$ cat config.mk
export PLATFORM = sky130hd
export DESIGN_NAME = fdl_interp
export DESIGN_NICKNAME = d
export VERILOG_FILES = /design/src/hdl/fdl_pkg.sv /design/src/hdl/fdl_interp.sv
export SDC_FILE = /design/constraint.sdc
export NUM_CORES = 1
export LEC_CHECK = 0
export BUFFER_PORTS_ARGS = -buffer_cell sky130_fd_sc_hd__buf_2
export CORE_MARGIN = 8
export CORE_UTILIZATION = 50
export DETAILED_ROUTE_END_ITERATION = 10
export PLACE_DENSITY_LB_ADDON = 0.15
export SLEW_MARGIN = 10
export SYNTH_ARGS = -nofsm -noshare
export SYNTH_HDL_FRONTEND = slang
export SYNTH_SLANG_ARGS = --single-unit
$ cat constraint.sdc
create_clock -name clk -period 3 [get_ports clk]
set_clock_uncertainty 0.2 [all_clocks]
set_input_delay 0.6 -clock clk [delete_from_list [all_inputs] [get_ports clk]]
set_output_delay 0.6 -clock clk [all_outputs]
set_load 0.05 [all_outputs]
$ cat src/hdl/fdl_pkg.sv
// Shared widths, register indexes, types and the round/saturate function of the delay line.
package fdl_pkg;

    localparam int DEPTH         = 4096;
    localparam int SAMPLE_BITS   = 24;
    localparam int FRACTION_BITS = 16;
    localparam int ADDR_BITS     = $clog2(DEPTH);
    localparam int LEN_BITS      = ADDR_BITS + 1;
    localparam int CFG_INDEX_BITS = 2;
    localparam int CFG_DATA_BITS  = 16;
    localparam int DIFF_BITS     = SAMPLE_BITS + 1;
    localparam int PROD_BITS     = DIFF_BITS + FRACTION_BITS + 1;
    localparam int ACC_BITS      = PROD_BITS + 1;
    localparam int ROUND_BITS    = ACC_BITS - FRACTION_BITS;

    localparam logic [CFG_INDEX_BITS-1:0] REG_BUFFER_LENGTH  = 2'd0;
    localparam logic [CFG_INDEX_BITS-1:0] REG_DELAY_WHOLE    = 2'd1;
    localparam logic [CFG_INDEX_BITS-1:0] REG_DELAY_FRACTION = 2'd2;

    localparam logic [LEN_BITS-1:0] LEN_MIN = LEN_BITS'(2);
    localparam logic [LEN_BITS-1:0] LEN_MAX = LEN_BITS'(DEPTH);

    typedef logic signed [SAMPLE_BITS-1:0]   sample_t;
    typedef logic        [ADDR_BITS-1:0]     addr_t;
    typedef logic        [LEN_BITS-1:0]      len_t;
    typedef logic        [FRACTION_BITS-1:0] frac_t;
    typedef logic signed [ACC_BITS-1:0]      acc_t;

    // Round half up by dropping the fraction bits of acc plus one half,
    // then clamp to the sample range.
    function automatic sample_t round_sat(input acc_t acc);
        acc_t                          biased;
        logic signed [ROUND_BITS-1:0] y;
        logic signed [ROUND_BITS-1:0] smax;
        logic signed [ROUND_BITS-1:0] smin;
        biased = acc + (ACC_BITS'(1) <<< (FRACTION_BITS - 1));
        y      = ROUND_BITS'(biased >>> FRACTION_BITS);
        smax   = ROUND_BITS'((1 <<< (SAMPLE_BITS - 1)) - 1);
        smin   = -smax - ROUND_BITS'(1);
        if (y > smax) begin
            return SAMPLE_BITS'(smax);
        end
        else if (y < smin) begin
            return SAMPLE_BITS'(smin);
        end
        return SAMPLE_BITS'(y);
    endfunction

endpackage

$ cat src/hdl/fdl_interp.sv
// Interpolation datapath: weighted difference, then round, saturate and output register.
module fdl_interp (
    input  logic                   clk,
    input  logic                   rst_n,
    input  logic                   in_valid,
    output logic                   in_ready,
    input  fdl_pkg::sample_t       x0,
    input  fdl_pkg::sample_t       x1,
    input  fdl_pkg::frac_t         frac,
    output logic                   out_valid,
    input  logic                   out_ready,
    output fdl_pkg::sample_t       out_sample
);

    logic                                       prod_valid_reg;
    logic signed [fdl_pkg::PROD_BITS-1:0]       prod_reg;
    fdl_pkg::sample_t                           base_reg;
    logic                                       out_valid_reg;
    fdl_pkg::sample_t                           out_reg;

    logic                                       out_en;
    logic                                       prod_en;
    logic signed [fdl_pkg::DIFF_BITS-1:0]       diff;
    logic signed [fdl_pkg::FRACTION_BITS:0]     frac_s;
    logic signed [fdl_pkg::PROD_BITS-1:0]       prod_next;
    fdl_pkg::acc_t                              acc;

    assign out_en   = !out_valid_reg || out_ready;
    assign prod_en  = !prod_valid_reg || out_en;
    assign in_ready = prod_en;

    // x0*(1-f) + x1*f is computed as x0*1 + (x1-x0)*f with one multiplier.
    assign diff      = fdl_pkg::DIFF_BITS'(x1) - fdl_pkg::DIFF_BITS'(x0);
    assign frac_s    = $signed({1'b0, frac});
    assign prod_next = fdl_pkg::PROD_BITS'(diff * frac_s);
    assign acc       = (fdl_pkg::ACC_BITS'(base_reg) <<< fdl_pkg::FRACTION_BITS)
                     + fdl_pkg::ACC_BITS'(prod_reg);

    always_ff @(posedge clk or negedge rst_n)
    begin
        if (!rst_n)
        begin
            prod_valid_reg <= 1'b0;
            out_valid_reg  <= 1'b0;
        end
        else
        begin
            if (prod_en)
            begin
                prod_valid_reg <= in_valid;
            end
            if (out_en)
            begin
                out_valid_reg <= prod_valid_reg;
            end
        end
    end

    always_ff @(posedge clk)
    begin
        if (prod_en && in_valid)
        begin
            prod_reg <= prod_next;
            base_reg <= x0;
        end
        if (out_en && prod_valid_reg)
        begin
            out_reg <= fdl_pkg::round_sat(acc);
        end
    end

    assign out_valid  = out_valid_reg;
    assign out_sample = out_reg;

endmodule

==> summary.txt, run 1 <==
number of synthesized flops with an enable pin = 75
via/cell ratio = 5.17
Die Area = 46,200 sq um
critical path buffer and inverter count = 9
failing checks = setup timing
launch point of the worst path = x1[0]
CP peak stage delay = 0.58 ns
most used cell, CP = fa_1
largest family of logic cells by synthesized area = adder cells
Synth Area in Compound Gates = 9.22%
# setup viols final = 51
Root Driver = clkbuf_16
final cell count without fillers = 3,153
hold path start = in_valid
RR Startpoint = base_reg[2]
asr flop ratio synth = 2.60%
chip width = 215 um
Post-Synth XOR/XNOR Area = 3.15%
DR WL/cell = 17.7 um
Rel. slew slack = 55.8%
status = finished, violations left
Synth area leader = fa_1
Vias = 16,300
largest net degree at the start of global routing = 52
gr ovfl total = 0
Reg clk slew, reported paths = 0.06 ns
Hold WC Path Type = input port to flip-flop
Die Ht = 215 um
Max Slew Vio Count = 0
Clk Latency, worst-skew pair = 0.33 ns
Post-Synth Adder-Cell Area = 49.2%
Tightest Pin Transition = 0.663 ns
final worst slack = -5.10 ns
initial antenna violation count = 0
area grow syn2layout = 30.1%
Critical Path RT = 2.89 ns
ant diodes = 0
post-synthesis mux area share = 0%
Hold Vio Cnt, Final = 0
# clock sinks = 77
number of I/O port buffers = 93
Main synth FF type = edfxtp_1
RSZ-0062 raised after global routing = true
period utilization = 270%
warnings from Yosys = 0
Crit Path Max Fanout = 6
syn avg cell area = 9.07 sq um
H-tree depth = 3
area share of the largest cell type after synthesis = 39.6%
total wire length = 55,800 um
CTS buffer count = 9
Cell variety after synth = 70
Final min period = 8.10 ns
crit path max-delay cell type = fa_1
crit start category = input port
first-pass GRT wire length = 91,100 um
max reg flops = 27
sequential-to-total area share from yosys stat = 11.6%
final antenna-violating net count = 0
GP Congestion = 0.885
DRT Pass-1 Iters = 5
# IOs = 94
net count after synthesis = 2,790
share of cells above drive strength 1 = 28.2%
vias in the first global route = 18,000
Site Rows = 73
CP top delay family = adder cells
synthesis-stage register bit count = 77
leading post-synthesis cells by cell area = fa_1 40%, edfxtp_1 11%, inv_1 9.6%
CTS tree = yes
Max-Cap Viols = 0
Core Footprint = 39,400 sq um
CP endpoint kind = flip-flop
Total GRT Usage = 24.4%
DRT iter0 DRCs = 955
Synth Area in Simple Gates = 15.2%
Arrival @ worst endpoint = 7.99 ns
top achievable clock speed = 123 MHz
placed cell count = 3,092
DP HPWL = 46,000 um
critical path class = input port to flip-flop
Synth Cell Area = 19,800 sq um
Starting Density = 50.2%
# DRC = 0
setup TNS = -140.31 ns
Clock Path Buffers = 2
Mapped Cells = 2,180
final net count = 3,233
[final cells by class]
class,instances,area (sq um)
multi-input combinational,1503,16400
fill,3210,13600
timing repair buffer,528,4170
sequential,77,2300
inverter,504,1910
tap,525,657
clock buffer,12,236
clock inverter,4,48.8
[cell usage after synthesis, types with 6 or more instances]
cell type  number
a21o_1         29
edfxtp_1       75
xnor2_1        44
a311oi_1        9
and2_1        147
nand3_1        29
nor3_1          9
a21oi_1        74
clkbuf_1       81
nor2b_1        50
nor2_1         39
nand4_1        11
nand2b_1       17
o21ai_0        58
inv_1         504
fa_1          391
xor2_1         27
o21a_1         16
nand2_1       289
buf_1           6
nor4_1         11
ha_1          151
o211ai_1       20
a211oi_1        9
[path summary, 6_finish.rpt]
path | to | slack [ns] | depth (start not counted)
max | prod_reg[35] | -5.10 | 34
min | prod_valid_reg | 0.26 | 2
max reg2reg | out_sample[17] | -0.57 | 13
min reg2reg | out_valid | 0.28 | 1
max in group asynchronous | prod_valid_reg | 2.12 | 2
min in group asynchronous | out_valid | 0.38 | 2
[cell usage in the layout (no fill, tap or decap), drive strengths merged, types with 50 or more instances in the layout]
cell	synthesis	final
inv	504	504
ha	151	151
fa	391	391
o21ai	63	63
and2	147	147
buf	15	526
a21oi	76	76
edfxtp	75	75
nor2b	50	50
nand2	289	289
[timing repair]
item                                   CTS  global route
gates cloned                             3             1
setup buffers                           41            13
endpoints found under the hold margin    2             0
hold buffers                             1             0
pin swaps                               86            82
setup endpoints to repair               51            51
gates resized for setup                107           100
[kinds of logic after synthesis]
family | after synthesis
AO/OA/AOI/OAI | 273
XOR/XNOR | 71
adder cells (fa/ha/maj) | 542
buffers and inverters | 600
flip-flops | 77
AND/OR/NAND/NOR | 617
[through the flow]
step | util (%) | worst slack [ns] | hold slack (ns) | area [sq um]
after CTS | 64.0 | -5.15 | 0.253 | 25200
final | 65.3 | -5.10 | 0.260 | 25700
after detailed placement | 60.9 | -5.78 | 0.189 | 24000
after global placement | 60.9 | -5.67 | 0.186 | 24000
after floorplan | - | -5.09 | 0.104 | 20200
after global routing | 65.3 | -5.36 | 0.251 | 25700
[worst reg2reg max path, delay by kind of cell (launching register included)]
kind                     cells  cell delay, ns
buffers and inverters        3            0.40
AND/OR/NAND/NOR              2            0.58
AO/OA/AOI/OAI                7            1.39
adder cells (fa/ha/maj)      1            0.31
flip-flops                   1            0.44
[layer usage]
| metal | routed length [um] | vias up | global-route usage [%] |
|---|---|---|---|
| met5 | 0 | - | 0 |
| met4 | 2170 | 0 | 9.39 |
| met3 | 2540 | 115 | 3.65 |
| met2 | 28000 | 402 | 42.8 |
| met1 | 23000 | 8212 | 30.0 |
| li1 | - | 7587 | - |
Power of run 1 is not shown: default switching activity piles up to over one toggle a cycle in this logic, so the estimate is an artifact.
==> run 2, diff against run 1 <==
--- a/config.mk
+++ b/config.mk
@@ -6,8 +6,10 @@
 export NUM_CORES = 1
 export LEC_CHECK = 0
 export BUFFER_PORTS_ARGS = -buffer_cell sky130_fd_sc_hd__buf_2
+export CELL_PAD_IN_SITES_DETAIL_PLACEMENT = 1
+export CELL_PAD_IN_SITES_GLOBAL_PLACEMENT = 1
 export CORE_MARGIN = 8
-export CORE_UTILIZATION = 50
+export CORE_UTILIZATION = 46
 export DETAILED_ROUTE_END_ITERATION = 10
 export PLACE_DENSITY_LB_ADDON = 0.15
 export SLEW_MARGIN = 10
==> run 2 against run 1 <==
The flow still finishes with violations (setup timing). Flip-flop and latch count stayed put. Critical path depth rose by 1. Non-clock buffer count is 7 higher. Sequential share of layout area decreased by 0.076 points. Die area increased by 8.0%. Utilization shrank 4.7 points. Global-route usage increased by 3.4 points. Worst setup slack got worse by 0.46 ns. Maximum frequency down 5.3%.
==> summary.txt, run 2 (same netlist as run 1, synthesis figures left out) <==
status = finished, violations left
failing checks = setup timing
via/cell ratio = 5.43 (+5.0%)
max reg flops = 27 (unchanged)
H-tree depth = 3 (unchanged)
period utilization = 285% (+15 points)
crit start category = input port
number of I/O port buffers = 93 (unchanged)
ant diodes = 0 (unchanged)
area grow syn2layout = 31.2%
# IOs = 94 (unchanged)
Clock Path Buffers = 2 (unchanged)
commonest non-fill, non-tap cells in the layout = 478 x inv_1, 378 x buf_4, 371 x fa_1, 277 x nand2_1, 138 x and2_1
Die Area = 49,900 sq um (+8.0%)
most used cell, CP = fa_1
Site Rows = 76 (+4.1%)
share of cells above drive strength 1 = 29.8% (+1.6 points)
worst-case hold path end point = base_reg[22]
commonest non-fill, non-tap cell in the layout = inv_1
Core Footprint = 42,800 sq um (+8.7%)
Clk Latency, worst-skew pair = 0.35 ns (+0.02 ns)
setup TNS = -155.91 ns (-15.60 ns)
Final min period = 8.56 ns (+0.456 ns)
initial antenna violation count = 2 (+2)
critical path class = input port to flip-flop
Reg clk slew, reported paths = 0.07 ns (about the same)
DRT iter0 DRCs = 932 (-2.4%)
Hold WC Path Type = input port to flip-flop
Hold Vio Cnt, Final = 0 (unchanged)
final net count = 3,240 (+0.22%)
# DRC = 0 (unchanged)
Max Slew Vio Count = 0 (unchanged)
RSZ-0062 raised after global routing = true
R2R Path End = out_sample[10]
first-pass GRT wire length = 109,000 um (+20%)
Root Driver = clkbuf_16
hold path start = x0[22]
DP HPWL = 53,300 um (+16%)
reg2reg setup slack = -0.79 ns (-0.22 ns)
final worst slack = -5.56 ns (-0.456 ns)
# clock sinks = 77 (unchanged)
top achievable clock speed = 117 MHz (-5.3%)
Rel. slew slack = 61.3% (+5.5 points)
critical path buffer and inverter count = 10 (+1)
CP top delay family = adder cells
chip width = 223 um (+3.9%)
Tightest Pin Transition = 0.579 ns (-0.0845 ns)
DRT Pass-1 Iters = 5 (unchanged)
Total GRT Usage = 27.8% (+3.4 points)
WHS Path Cells = 1 (-1)
Vias = 17,300 (+5.9%)
Starting Density = 46.2% (-4.0 points)
gr ovfl total = 0 (unchanged)
CP peak stage delay = 0.58 ns (about the same)
# setup viols final = 51 (unchanged)
Max-Cap Viols = 0 (unchanged)
Critical Path RT = 2.88 ns (about the same)
vias in the first global route = 20,400 (+13%)
CP endpoint kind = flip-flop
Crit Path Max Fanout = 5 (-1)
final antenna-violating net count = 0 (unchanged)
total wire length = 71,100 um (+28%)
Die Ht = 223 um (+3.9%)
largest net degree at the start of global routing = 40 (-23%)
DR WL/cell = 22.4 um (+26%)
CTS tree = yes
RR Startpoint = prod_reg[21]
crit path max-delay cell type = fa_1
R2R cell count = 13 (unchanged)
CTS buffer count = 9 (unchanged)
Arrival @ worst endpoint = 8.44 ns (+0.45 ns)
GP Congestion = 0.895 (+1.1%)
==> run 2: cell types whose count changed in the layout (fill, tap and decap cells not counted), sizes merged <==
cell    before  now
clkbuf      13    9
inv        504  507
buf        526  534
==> run 2: per-layer routing <==
layer  track usage, %  up-vias  part of all wire [%]
met1             31.6     9016                    37
met5                0        -                     0
met2             51.7      490                    54
met3             2.86      202                   3.7
met4             13.2        0                   5.4
li1                 -     7577                     -
==> run 2: how the worst max path moves through the flow <==
stage / start / to / slack [ns] / depth (start not counted)
3_5_place_dp: x1[0] / prod_reg[41] / -6.05 / 33
6_report: x1[0] / prod_reg[30] / -5.56 / 35
5_1_grt: x1[0] / prod_reg[36] / -5.81 / 37
3_3_place_gp: x1[0] / prod_reg[36] / -5.78 / 35
4_1_cts: x1[0] / prod_reg[36] / -5.31 / 36
2_1_floorplan: x1[0] / prod_reg[36] / -5.09 / 32
==> run 2: cell type report <==
cell class | count | area, sq um
inverter | 504 | 1910
sequential | 77 | 2300
timing repair buffer | 535 | 4280
clock inverter | 7 | 72.6
clock buffer | 9 | 225
tap | 546 | 683
multi-input combinational | 1503 | 16500
fill | 4818 | 16800
==> run 2: stage by stage <==
stage	setup WS, ns	hold slack (ns)	instance area [sq um]	cells	utilization (%)
2_1_floorplan	-5.09	0.104	20200	2180	-
3_3_place_gp	-5.78	0.186	23900	3092	55.8
3_5_place_dp	-6.05	0.191	23900	3092	55.8
4_1_cts	-5.31	0.246	25400	3162	59.5
5_1_grt	-5.81	0.239	25900	3181	60.6
6_report	-5.56	0.244	25900	3181	60.6
==> run 2: repair_timing <==
| action | CTS | global route |
|---|---|---|
| hold endpoints to repair | 2 | 0 |
| setup endpoints to repair | 51 | 51 |
| buffers inserted | 52 | 29 |
| pin swaps | 123 | 80 |
| hold buffers | 1 | 0 |
| cloned | 4 | 1 |
| gates resized for setup | 172 | 101 |
Power of run 2 is left out for the same reason.
==> run 3, diff against run 2 <==
--- a/config.mk
+++ b/config.mk
@@ -5,14 +5,14 @@
 export SDC_FILE = /design/constraint.sdc
 export NUM_CORES = 1
 export LEC_CHECK = 0
+export ABC_AREA = 1
 export BUFFER_PORTS_ARGS = -buffer_cell sky130_fd_sc_hd__buf_2
 export CELL_PAD_IN_SITES_DETAIL_PLACEMENT = 1
 export CELL_PAD_IN_SITES_GLOBAL_PLACEMENT = 1
 export CORE_MARGIN = 8
-export CORE_UTILIZATION = 46
+export CORE_UTILIZATION = 44
 export DETAILED_ROUTE_END_ITERATION = 10
 export PLACE_DENSITY_LB_ADDON = 0.15
-export SLEW_MARGIN = 10
 export SYNTH_ARGS = -nofsm -noshare
 export SYNTH_HDL_FRONTEND = slang
 export SYNTH_SLANG_ARGS = --single-unit
==> run 3 against run 2 <==
The flow still finishes with violations (setup timing). Routed wire length rose by 23%. Critical path depth is 2 higher. Global-route usage up 3.8 points. Final cell count grew 19%. Via count rose by 17%. Critical path type unchanged.
==> summary.txt, run 3 <==
status = finished, violations left
fill count = 5,539 (+15%)
Final min period = 7.61 ns (-0.944 ns)
worst hold margin = 0.237 ns (-0.00685 ns)
most frequent cells after synthesis = 662 x inv_1, 522 x nand2_1, 391 x fa_1
CP peak stage delay = 0.56 ns (-0.02 ns)
Core Footprint = 46,400 sq um (+8.3%)
Reg clk slew, reported paths = 0.07 ns (about the same)
Root Driver = clkbuf_16
DP HPWL = 70,300 um (+32%)
final core occ = 61.7% (+1.1 points)
DRT iter0 DRCs = 1,263 (+36%)
total wire length = 87,300 um (+23%)
Mapped Cells = 2,619 (+20%)
first-pass GRT wire length = 131,000 um (+20%)
cell area after placement = 25,900 sq um (+8.3%)
share of cells above drive strength 1 = 33.8% (+4.1 points)
Starting Density = 44.4% (-1.8 points)
leading post-synthesis cells by cell area = fa_1 38%, inv_1 12%, edfxtp_1 11%
synthesis-stage register bit count = 77 (unchanged)
final antenna-violating net count = 0 (unchanged)
CP endpoint kind = flip-flop
crit path max-delay cell type = fa_1
# IOs = 94 (unchanged)
Total GRT Usage = 31.6% (+3.8 points)
Site Rows = 79 (+3.9%)
chip width = 232 um (+4.0%)
vias in the first global route = 23,400 (+15%)
asr flop ratio synth = 2.60% (unchanged)
# setup viols final = 27 (-47%)
number of synthesized flops with an enable pin = 75 (unchanged)
Tightest Pin Transition = 0.693 ns (+0.114 ns)
Clk Latency, worst-skew pair = 0.35 ns (about the same)
GP Congestion = 0.971 (+8.5%)
Die Ht = 232 um (+4.0%)
final worst slack = -4.61 ns (+0.944 ns)
Clock Path Buffers = 2 (unchanged)
gr ovfl total = 0 (unchanged)
crit start category = input port
area grow syn2layout = 38.9%
Cell variety after synth = 41 (-41%)
ant diodes = 0 (unchanged)
largest net degree at the start of global routing = 35 (-13%)
failing checks = setup timing
area share of the largest cell type after synthesis = 38.0% (-1.6 points)
commonest non-fill, non-tap cells in the layout = 591 x inv_1, 441 x buf_4, 435 x nand2_1, 363 x fa_1, 217 x nor2_1
Critical Path RT = 2.89 ns (about the same)
Arrival @ worst endpoint = 7.51 ns (-0.93 ns)
# clock sinks = 77 (unchanged)
Vias = 20,300 (+17%)
syn avg cell area = 7.86 sq um (-13%)
CTS tree = yes
Synth Cell Area = 20,600 sq um (+4.1%)
number of I/O port buffers = 93 (unchanged)
CTS buffer count = 9 (unchanged)
setup TNS = -119.83 ns (+36.08 ns)
Die Area = 54,000 sq um (+8.2%)
top achievable clock speed = 131 MHz (+12%)
H-tree depth = 3 (unchanged)
RSZ-0062 raised after global routing = true
DRT Pass-1 Iters = 5 (unchanged)
max reg flops = 27 (unchanged)
final net count = 3,782 (+17%)
initial antenna violation count = 4 (+2)
critical path class = input port to flip-flop
Main synth FF type = edfxtp_1
via/cell ratio = 5.36 (-1.3%)
period utilization = 254% (-31 points)
Rel. slew slack = 53.8% (-7.5 points)
most frequent cell after synthesis = inv_1
Hold WC Path Type = input port to flip-flop
Hold Vio Cnt, Final = 0 (unchanged)
Synth area leader = fa_1
commonest non-fill, non-tap cell in the layout = inv_1
net count after synthesis = 3,229 (+16%)
sequential-to-total area share from yosys stat = 11.2% (-0.46 points)
# DRC = 0 (unchanged)
DR WL/cell = 23.1 um (+3.2%)
warnings from Yosys = 0 (unchanged)
post-route cell area = 28,600 sq um (+10%)
Crit Path Max Fanout = 6 (+1)
Max Slew Vio Count = 0 (unchanged)
Max-Cap Viols = 0 (unchanged)
[run 3: what timing repair did]
item | CTS | global route
setup endpoints to repair | 27 | 50
endpoints found under the hold margin | 2 | 0
cloned | 2 | 0
buffers inserted | 62 | 24
hold buffers | 1 | 0
pin swaps | 217 | 75
resized for setup | 302 | 109
[run 3: worst max-delay path, delay by kind of cell]
family          cells  cell delay, ns
xor+xnor            1            0.11
simple gates       13            1.33
fa+ha+maj           8            3.72
compound gates      3            0.52
buf+inv            12            1.21
[run 3: layer usage]
layer | vias up | global-route usage [%] | wire (um)
li1 | 8879 | - | -
met1 | 10300 | 37.8 | 33700
met2 | 788 | 55.5 | 43000
met3 | 295 | 3.93 | 5190
met4 | 4 | 16.0 | 5430
met5 | - | 0 | 25
[run 3: cell type report]
cell class / count / area (sq um) / share of cell area, %
inverter: 671 / 2560 / 8.94
sequential: 77 / 2300 / 8.05
multi-input combinational: 1808 / 17700 / 61.9
tap: 607 / 759 / 2.66
timing repair buffer: 605 / 4940 / 17.3
clock inverter: 6 / 93.8 / 0.328
clock buffer: 10 / 239 / 0.836
[run 3: cells by family (layout without fill, tap and decap cells)]
group,count (synthesis),after routing,synth area share (%)
simple gates,1026,1026,20.5
xor+xnor,58,58,2.58
flops,77,77,11.2
fa+ha+maj,542,542,47.2
compound gates,182,182,4.97
buf+inv,734,1292,13.6
[run 3: path summary, 6_finish.rpt]
kind,start,end,slack [ns],cells after the start
max,x0[13],prod_reg[36],-4.61,37
min,x0[0],base_reg[0],0.24,1
max reg2reg,prod_reg[15],out_sample[2],0.22,14
min reg2reg,prod_valid_reg,out_valid,0.32,2
max in group asynchronous,rst_n,prod_valid_reg,2.14,2
min in group asynchronous,rst_n,out_valid,0.36,2
[run 3: metrics by stage]
stage | instances | setup WS [ns]
5_1_grt | 3784 | -4.80
6_report | 3784 | -4.61
2_1_floorplan | 2619 | -4.20
3_3_place_gp | 3684 | -5.22
3_5_place_dp | 3684 | -5.27
4_1_cts | 3761 | -4.38
Power of run 3 is left out for the same reason.
